===== src/anbs_pkg.sv =====
package anbs_pkg;

	localparam int POSITION_BITS_DEF = 32;
	localparam int OUT_BITS          = 32;
	localparam int PREFIX_BITS       = 3;
	localparam int TYPE_BITS         = 6;

	localparam logic [7:0]             BYTE_ZERO    = 8'h00;
	localparam logic [7:0]             BYTE_ONE     = 8'h01;
	localparam logic [6:0]             HDR_MASK     = 7'h7F;
	localparam logic [PREFIX_BITS-1:0] SC_SHORT     = 3'd3;
	localparam logic [PREFIX_BITS-1:0] SC_LONG      = 3'd4;
	localparam logic [1:0]             ZRUN_SC      = 2'd2;
	localparam logic [1:0]             ZRUN_MAX     = 2'd3;

	typedef struct packed {
		logic [7:0] data_byte;
		logic       end_of_stream;
	} byte_item_t;

	typedef struct packed {
		logic [OUT_BITS-1:0]    unit_start;
		logic [PREFIX_BITS-1:0] prefix_size;
		logic [OUT_BITS-1:0]    payload_offset;
		logic [OUT_BITS-1:0]    unit_length;
		logic [TYPE_BITS-1:0]   unit_type;
		logic                   final_unit;
	} rec_t;

endpackage


===== src/anbs_byte_if.sv =====
interface anbs_byte_if;
	logic       valid;
	logic       ready;
	logic [7:0] data_byte;
	logic       end_of_stream;

	modport source (output valid, output data_byte, output end_of_stream, input ready);
	modport sink   (input valid, input data_byte, input end_of_stream, output ready);
endinterface


===== src/anbs_rec_if.sv =====
interface anbs_rec_if;
	logic        valid;
	logic        ready;
	logic [31:0] unit_start;
	logic [2:0]  prefix_size;
	logic [31:0] payload_offset;
	logic [31:0] unit_length;
	logic [5:0]  unit_type;
	logic        final_unit;

	modport source (output valid, output unit_start, output prefix_size,
		output payload_offset, output unit_length, output unit_type,
		output final_unit, input ready);
	modport sink   (input valid, input unit_start, input prefix_size,
		input payload_offset, input unit_length, input unit_type,
		input final_unit, output ready);
endinterface


===== src/anbs_in_stage.sv =====
module anbs_in_stage
	import anbs_pkg::*;
(
	input  logic            clk,
	input  logic            arst_n,
	anbs_byte_if.sink       bytes,
	input  logic            advance,
	output logic            item_valid,
	output byte_item_t      item
);

	logic       valid_s1;
	byte_item_t item_s1;

	// stage empties or hands on in the same cycle
	assign bytes.ready = !valid_s1 || advance;

	always_ff @(posedge clk or negedge arst_n) begin
		if (!arst_n) begin
			valid_s1 <= 1'b0;
		end else if (bytes.ready) begin
			valid_s1 <= bytes.valid;
		end
	end

	always_ff @(posedge clk) begin
		if (bytes.valid && bytes.ready) begin
			item_s1.data_byte     <= bytes.data_byte;
			item_s1.end_of_stream <= bytes.end_of_stream;
		end
	end

	assign item_valid = valid_s1;
	assign item       = item_s1;

endmodule


===== src/anbs_parse.sv =====
module anbs_parse
	import anbs_pkg::*;
#(
	parameter int POSITION_BITS = POSITION_BITS_DEF
) (
	input  logic       clk,
	input  logic       arst_n,
	input  logic       fire,
	input  byte_item_t item,
	output logic       emit,
	output rec_t       rec
);

	localparam int WIDE = (POSITION_BITS > OUT_BITS) ? POSITION_BITS : OUT_BITS;

	logic [1:0]               zrun_q;
	logic [POSITION_BITS-1:0] pos_q;
	logic [POSITION_BITS-1:0] start_q;
	logic [PREFIX_BITS-1:0]   prefix_q;
	logic [TYPE_BITS-1:0]     type_q;
	logic                     hdr_q;
	logic                     open_q;

	logic                     is_hdr;
	logic                     is_sc;
	logic [PREFIX_BITS-1:0]   sc_prefix;
	logic [POSITION_BITS-1:0] sc_start;
	logic [POSITION_BITS-1:0] pos_next;
	logic [POSITION_BITS-1:0] rec_end;
	logic [POSITION_BITS-1:0] offs;
	logic [POSITION_BITS-1:0] len;
	logic [WIDE-1:0]          w_start;
	logic [WIDE-1:0]          w_offs;
	logic [WIDE-1:0]          w_len;
	logic [TYPE_BITS-1:0]     hdr_type;
	logic                     eos;

	assign eos       = item.end_of_stream;
	assign is_hdr    = hdr_q;
	assign is_sc     = !hdr_q && (item.data_byte == BYTE_ONE) && (zrun_q >= ZRUN_SC);
	assign sc_prefix = (zrun_q == ZRUN_MAX) ? SC_LONG : SC_SHORT;
	assign sc_start  = pos_q - POSITION_BITS'(sc_prefix - 3'd1);
	assign pos_next  = pos_q + POSITION_BITS'(1);
	assign hdr_type  = TYPE_BITS'((item.data_byte[6:0] & HDR_MASK) >> 1);

	// record end: next start code, or one past the final byte
	assign rec_end = (is_sc && !eos) ? sc_start : pos_next;
	assign offs    = start_q + POSITION_BITS'(prefix_q);
	assign len     = rec_end - start_q;
	assign w_start = WIDE'(start_q);
	assign w_offs  = WIDE'(offs);
	assign w_len   = WIDE'(len);

	always_comb begin
		priority if (is_hdr) begin
			emit = eos;
		end else if (is_sc) begin
			emit = open_q;
		end else begin
			emit = eos && open_q;
		end
	end

	always_comb begin
		rec.unit_start     = w_start[OUT_BITS-1:0];
		rec.prefix_size    = prefix_q;
		rec.payload_offset = w_offs[OUT_BITS-1:0];
		rec.unit_length    = w_len[OUT_BITS-1:0];
		rec.unit_type      = is_hdr ? hdr_type : type_q;
		rec.final_unit     = eos;
	end

	always_ff @(posedge clk or negedge arst_n) begin
		if (!arst_n) begin
			zrun_q   <= '0;
			pos_q    <= '0;
			start_q  <= '0;
			prefix_q <= '0;
			type_q   <= '0;
			hdr_q    <= 1'b0;
			open_q   <= 1'b0;
		end else if (fire) begin
			if (eos) begin
				zrun_q   <= '0;
				pos_q    <= '0;
				start_q  <= '0;
				prefix_q <= '0;
				type_q   <= '0;
				hdr_q    <= 1'b0;
				open_q   <= 1'b0;
			end else begin
				pos_q <= pos_next;
				priority if (is_hdr) begin
					type_q <= hdr_type;
					hdr_q  <= 1'b0;
					open_q <= 1'b1;
					zrun_q <= '0;
				end else if (is_sc) begin
					start_q  <= sc_start;
					prefix_q <= sc_prefix;
					hdr_q    <= 1'b1;
					open_q   <= 1'b0;
					zrun_q   <= '0;
				end else if (item.data_byte == BYTE_ZERO) begin
					zrun_q <= (zrun_q == ZRUN_MAX) ? ZRUN_MAX : zrun_q + 2'd1;
				end else begin
					zrun_q <= '0;
				end
			end
		end
	end

endmodule


===== src/anbs_out_stage.sv =====
module anbs_out_stage
	import anbs_pkg::*;
(
	input  logic      clk,
	input  logic      arst_n,
	input  logic      load,
	input  rec_t      rec,
	output logic      can_take,
	anbs_rec_if.source records
);

	logic rec_valid_q;
	rec_t rec_q;

	assign can_take = !rec_valid_q || records.ready;

	always_ff @(posedge clk or negedge arst_n) begin
		if (!arst_n) begin
			rec_valid_q <= 1'b0;
		end else if (can_take) begin
			rec_valid_q <= load;
		end
	end

	always_ff @(posedge clk) begin
		if (can_take && load) begin
			rec_q <= rec;
		end
	end

	assign records.valid          = rec_valid_q;
	assign records.unit_start     = rec_q.unit_start;
	assign records.prefix_size    = rec_q.prefix_size;
	assign records.payload_offset = rec_q.payload_offset;
	assign records.unit_length    = rec_q.unit_length;
	assign records.unit_type      = rec_q.unit_type;
	assign records.final_unit     = rec_q.final_unit;

endmodule


===== src/annexb_nal_unit_scanner_core.sv =====
// Annex B NAL unit scanner. Takes an elementary stream one byte per transaction
// and returns one record per NAL unit: start position, start code size (3 or 4),
// header byte position, length including the start code and the H.265 unit type.
// A unit's record leaves on the 01 byte that completes the next start code, or on
// the byte flagged end_of_stream (then with final_unit set); after that byte all
// positions restart at zero. Bytes ahead of the first start code are dropped, and
// a start code whose 01 byte ends the stream is ignored. One byte is taken every
// clock cycle with no stall of its own: the byte goes into an input register, the
// zero-run/start-code compare and the length subtract run combinationally against
// the scanner state, and the record lands in an output register that drives
// records. Back-pressure on records stalls the byte side only while the output
// register is full and not being taken. Positions wrap at POSITION_BITS and are
// presented on 32-bit fields.
module annexb_nal_unit_scanner_core
	import anbs_pkg::*;
#(
	parameter int POSITION_BITS = POSITION_BITS_DEF
) (
	input  logic        clk,
	input  logic        arst_n,
	anbs_byte_if.sink   bytes,
	anbs_rec_if.source  records
);

	// handshake between the stages
	logic       s1_valid;
	byte_item_t s1_item;
	logic       can_take;
	logic       s1_fire;

	// parser output
	logic       emit;
	rec_t       rec;

	// a held byte is processed once the record register can take its result
	assign s1_fire = s1_valid && can_take;

	anbs_in_stage u_in (
		.clk        (clk),
		.arst_n     (arst_n),
		.bytes      (bytes),
		.advance    (s1_fire),
		.item_valid (s1_valid),
		.item       (s1_item)
	);

	anbs_parse #(
		.POSITION_BITS (POSITION_BITS)
	) u_parse (
		.clk    (clk),
		.arst_n (arst_n),
		.fire   (s1_fire),
		.item   (s1_item),
		.emit   (emit),
		.rec    (rec)
	);

	anbs_out_stage u_out (
		.clk      (clk),
		.arst_n   (arst_n),
		.load     (s1_fire && emit),
		.rec      (rec),
		.can_take (can_take),
		.records  (records)
	);

	// a record only ever carries a legal start code size
	a_prefix_legal: assert property (@(posedge clk) disable iff (!arst_n)
		records.valid |-> (records.prefix_size == SC_SHORT ||
			records.prefix_size == SC_LONG))
		else $error("record prefix size not 3 or 4");

	// header byte sits right after the start code
	a_offset: assert property (@(posedge clk) disable iff (!arst_n)
		records.valid |-> (records.payload_offset[15:0] ==
			records.unit_start[15:0] + 16'(records.prefix_size)))
		else $error("payload offset inconsistent with start and prefix");

	// a fresh record only follows a processed byte
	a_rec_source: assert property (@(posedge clk) disable iff (!arst_n)
		$rose(records.valid) |-> $past(s1_fire))
		else $error("record appeared without a processed byte");

endmodule

===== src/flat_wrapper.sv =====
// flat-port wrapper written by rule: the top's interface ports become plain ports
module annexb_nal_unit_scanner_core_flat import anbs_pkg::*;
#(
	parameter int POSITION_BITS = POSITION_BITS_DEF
)
  (clk, arst_n, bytes_valid, bytes_data_byte, bytes_end_of_stream, bytes_ready, records_valid, records_unit_start, records_prefix_size, records_payload_offset, records_unit_length, records_unit_type, records_final_unit, records_ready);
  anbs_byte_if bytes_i ();
  anbs_rec_if records_i ();
  input  logic clk;
  input  logic arst_n;
  input wire logic [$bits(bytes_i.valid)-1:0] bytes_valid;
  input wire logic [$bits(bytes_i.data_byte)-1:0] bytes_data_byte;
  input wire logic [$bits(bytes_i.end_of_stream)-1:0] bytes_end_of_stream;
  output wire logic [$bits(bytes_i.ready)-1:0] bytes_ready;
  output wire logic [$bits(records_i.valid)-1:0] records_valid;
  output wire logic [$bits(records_i.unit_start)-1:0] records_unit_start;
  output wire logic [$bits(records_i.prefix_size)-1:0] records_prefix_size;
  output wire logic [$bits(records_i.payload_offset)-1:0] records_payload_offset;
  output wire logic [$bits(records_i.unit_length)-1:0] records_unit_length;
  output wire logic [$bits(records_i.unit_type)-1:0] records_unit_type;
  output wire logic [$bits(records_i.final_unit)-1:0] records_final_unit;
  input wire logic [$bits(records_i.ready)-1:0] records_ready;
  assign bytes_i.valid = bytes_valid;
  assign bytes_i.data_byte = bytes_data_byte;
  assign bytes_i.end_of_stream = bytes_end_of_stream;
  assign bytes_ready = bytes_i.ready;
  assign records_valid = records_i.valid;
  assign records_unit_start = records_i.unit_start;
  assign records_prefix_size = records_i.prefix_size;
  assign records_payload_offset = records_i.payload_offset;
  assign records_unit_length = records_i.unit_length;
  assign records_unit_type = records_i.unit_type;
  assign records_final_unit = records_i.final_unit;
  assign records_i.ready = records_ready;
  annexb_nal_unit_scanner_core #(.POSITION_BITS(POSITION_BITS)) u_core (.clk(clk), .arst_n(arst_n), .bytes(bytes_i), .records(records_i));
endmodule

===== config.mk =====
export PLATFORM = sky130hd
export DESIGN_NAME = annexb_nal_unit_scanner_core_flat
export DESIGN_NICKNAME = d
export VERILOG_FILES = /design/src/anbs_pkg.sv /design/src/anbs_byte_if.sv /design/src/anbs_rec_if.sv /design/src/anbs_in_stage.sv /design/src/anbs_parse.sv /design/src/anbs_out_stage.sv /design/src/annexb_nal_unit_scanner_core.sv /design/src/flat_wrapper.sv
export SDC_FILE = /design/constraint.sdc
export NUM_CORES = 1
export LEC_CHECK = 0
export BUFFER_PORTS_ARGS = -buffer_cell sky130_fd_sc_hd__buf_2
export CAP_MARGIN = 0
export CELL_PAD_IN_SITES_DETAIL_PLACEMENT = 1
export CELL_PAD_IN_SITES_GLOBAL_PLACEMENT = 1
export CORE_ASPECT_RATIO = 1.1
export CORE_MARGIN = 5
export CORE_UTILIZATION = 40
export DETAILED_ROUTE_END_ITERATION = 10
export PLACE_DENSITY_LB_ADDON = 0.1
export SETUP_SLACK_MARGIN = 0.02
export SYNTH_ARGS = -nofsm -noshare
export SYNTH_HDL_FRONTEND = slang
export SYNTH_SLANG_ARGS = --single-unit

===== constraint.sdc =====
create_clock -name clk -period 8.2 [get_ports clk]
set_input_delay 2.05 -clock clk [delete_from_list [all_inputs] [get_ports clk]]
set_output_delay 2.05 -clock clk [all_outputs]
set_load 0.01 [all_outputs]

==> results.py <==
metrics = {
    "outcome": {
        "status": "completed",
    },
    "die": {
        "rows": 62,
        "fp.dieH_um": 180,
        "initial_utilization_pct": 40.4,
        "core_area_sq_um": 26100,
        "ioPinCount": 121,
        "die-area_sq_um": 29700,
        "dieWidth_um": 165,
    },
    "yosys": {
        "synth_edf_count": 114,
        "synth_cell_types": 67,
        "synthTopCellsByArea": "edfxtp_1 33%, dfrtp_1 19%, xnor2_1 7.6%, o21ai_0 4.8%, nand2_1 4.6%",
        "netlist_instances": 1043,
        "syn_avg_cell_area_sq_um": 10.1,
        "ys_seq_area_share_pct": 51.1,
        "synthDominantCellAreaShare_pct": 32.5,
        "syn-cell-area_sq_um": 10500,
        "synth_warnings": 0,
        "syn-num-nets": 1096,
        "synth_seq_cells": 192,
        "yosysTopAreaCell": "edfxtp_1",
        "synthArstFlopShare_pct": 40.6,
        "synth_ff_type": "edfxtp_1",
    },
    "clock_tree": {
        "cts_root_buf": "clkbuf_16",
        "cts_hold_buf": 0,
        "cts_buffers": 17,
        "cts_resized": 0,
        "insertion_delay_ns": 0.44,
        "cts_setup_buffers": 0,
        "clkTransAtPathRegs_ns": 0.07,
        "cts_max_path_buffers": 2,
        "tritoncts": "done",
        "htreeDepth": 4,
        "clock_sinks": 192,
    },
    "timing": {
        "period_share_pct": 69.2,
        "setup_tns_ns": 0,
        "max_clock_freq_mhz": 176,
        "finalSetupViolCount": 0,
        "final-hold-violation-count": 0,
        "max_slew_margin_pct": 44.6,
        "fin_crit_ns": 5.68,
        "slew_violations": 0,
        "worst_pin_slew_ns": 0.824,
        "rsz0062_at_grt": "false",
        "fin_worst_skew_ns": 0.0105,
    },
    "route": {
        "ant_nets": 0,
        "route.met2.wl_um": 13900,
        "num_vias": 7911,
        "drc": 0,
        "wl_per_cell_um": 18.5,
        "wl_met3_um": 940,
        "wirelength_um": 27600,
        "drtIter0Drc": 513,
        "drt_pass1_iterations": 5,
        "top_layer": "met4",
        "viasPerCell": 5.28,
        "wl_met1_um": 12500,
    },
    "critical_path": {
        "path_cells": "and2_1 -> ha_1 -> inv_1 -> ha_1 -> nor3_2 -> nand2_1 -> or3_1 -> or3_1 -> or2_0 -> o32ai_1 -> xor2_1 -> ha_1 -> a21o_1 -> a21o_1 -> a221oi_1 -> a31o_2 -> o31a_1 -> o21ai_2 -> mux2i_1 -> a2111oi_0",
        "cp_max_fo": 6,
        "worstSetupEndpointType": "flip-flop",
        "startpoint_type": "flip-flop",
        "critPathSlowestCell": "a221oi_1",
        "path_class": "flip-flop to flip-flop",
        "critPathMaxStageDelay_ns": 0.45,
        "crit_required_ns": 8.41,
        "cpMostUsedCell": "ha_1",
        "crit_arrival_ns": 5.89,
    },
    "global_route": {
        "grt_pass1_vias": 8435,
        "antenna_found_initial": 0,
        "grt_pass1_wl_um": 46000,
        "grt_max_degree": 63,
        "grt_usage_pct": 19.3,
        "grt.overflow.total": 0,
    },
    "finish": {
        "multiInputGateArea_sq_um": 4740,
        "areaGrowthSynthToFinish_pct": 13.6,
        "fill_cells": 2984,
        "final_area_sq_um": 12000,
        "antenna_cells": 0,
        "final_common_cell": "nand2_1",
        "seq_area_sq_um": 5380,
        "finalNetCount": 1186,
        "final_cell_mix": "129 x nand2_1, 119 x buf_2, 114 x edfxtp_1",
        "final_layout_size_suffix_gt1_share_pct": 16.1,
    },
    "power": {
        "peakVddDrop_mv": 0.119,
        "power_leakage_nw": 5.31,
        "power.density_nw_per_um2": 176,
    },
    "placed_design": {
        "dpl-instance-area_sq_um": 11400,
        "portBuffers": 120,
        "routabilityCongestion": 0.795,
        "hpwl_um": 19800,
    },
    "worst_hold_path": {
        "hp-class": "flip-flop to flip-flop",
    },
    "flow_run": {
        "maxCapViolCount": 0,
    },
}
## worst max-delay path: cells and delay by family (launching register included)
kind	cells	cell delay [ns]
AOI/OAI and AO/OA	8	2.16
xor gates and xnor gates	1	0.22
adders and majority gates	3	0.72
buffers and inverters	1	0.04
DFF	1	0.41
muxes	1	0.13
and+or+nand+nor	6	1.77
## worst paths after layout
path / startpoint / endpoint / slack (ns) / depth (start not counted)
worst max register to register: u_core.u_parse.zrun_q[1] / u_core.u_out.records.unit_length[29] / 2.52 / 20
max in group asynchronous: arst_n / u_core.u_parse.pos_q[5] / 5.57 / 2
worst min-delay path: u_core.u_parse.type_q[5] / u_core.u_parse.type_q[5] / 0.48 / 2
worst max-delay path: u_core.u_parse.zrun_q[1] / u_core.u_out.records.unit_length[29] / 2.52 / 20
worst min register to register: u_core.u_parse.type_q[5] / u_core.u_parse.type_q[5] / 0.48 / 2
min in group asynchronous: arst_n / u_core.u_parse.start_q[29] / 1.50 / 1
## where the power goes
part           leakage [nW]  internal, mW  switching [mW]
Clock                 0.256         0.409           0.383
Sequential             2.31          1.04         0.00622
Combinational          2.74         0.106           0.162
## through the flow
stage | worst slack (ns) | hold slack, ns | std cells | util (%) | total power [mW]
3_5_place_dp | 2.58 | 0.472 | 1466 | 43.8 | 1.33
2_1_floorplan | 0.273 | 0.424 | 1043 | - | 1.26
6_report | 2.52 | 0.479 | 1498 | 45.9 | 2.10
4_1_cts | 2.50 | 0.488 | 1498 | 45.9 | 2.13
3_3_place_gp | 2.75 | 0.457 | 1466 | 43.8 | 1.33
5_1_grt | 2.07 | 0.531 | 1498 | 45.9 | 2.21
## registers in the layout, indices dropped and copies added (netlist names)
name / flops
u_core.u_out.records.valid: 1
u_core.u_parse.open_q: 1
u_core.u_out.records.unit_length: 32
u_core.u_parse.hdr_q: 1
u_core.u_out.records.prefix_size: 2
u_core.u_out.records.payload_offset: 32
u_core.u_in.item: 9
u_core.u_parse.type_q: 6
u_core.u_parse.zrun_q: 2
u_core.u_out.records.unit_type: 6
u_core.u_parse.pos_q: 32
u_core.u_in.item_valid: 1
u_core.u_out.records.final_unit: 1
u_core.u_out.records.unit_start: 32
u_core.u_parse.start_q: 32
u_core.u_parse.prefix_q: 2
## cells in the mapped netlist (3+ instances only)
cell type	count
nand4_1	10
clkbuf_1	45
mux2_2	6
buf_2	11
o31ai_1	18
nor2b_1	6
and3_1	16
nor4_1	8
nand2b_1	6
edfxtp_1	114
a22o_1	4
xnor2_1	91
o21a_1	3
nor2_1	68
nand2_1	129
and2_1	7
inv_1	47
dfrtp_1	78
a21o_1	20
xor2_1	26
and4_1	4
or2_2	5
a221oi_1	3
o21ai_0	100
a21oi_1	48
a31oi_1	9
or3_1	14
o21ai_1	4
nand3_1	36
nor3_1	16
mux2i_1	6
o31a_1	3
ha_1	38
## cell type report
class | count | area share (%)
clock inverter | 10 | 0.680
sequential | 192 | 44.9
tap | 352 | 3.68
timing repair buffer | 131 | 5.73
inverter | 47 | 1.48
multi-input combinational | 744 | 39.6
clock buffer | 22 | 3.88
## cells by family (layout without fill, tap and decap cells)
kind of cell | after synthesis | after routing | synth area share (%)
AOI/OAI and AO/OA | 234 | 234 | 13.3
xor gates and xnor gates | 117 | 117 | 9.73
adders and majority gates | 40 | 40 | 4.90
buffers and inverters | 107 | 210 | 4.06
DFF | 192 | 192 | 51.1
muxes | 12 | 12 | 1.21
and+or+nand+nor | 341 | 341 | 15.7
## per-layer routing
metal  global-route usage [%]  up-vias
met5                        0        -
met4                     4.59        0
met3                     3.07       17
met2                     33.1      130
met1                     25.7     3905
li1                         -     3859
No activity file was read; power rests on OpenSTA's default activity.
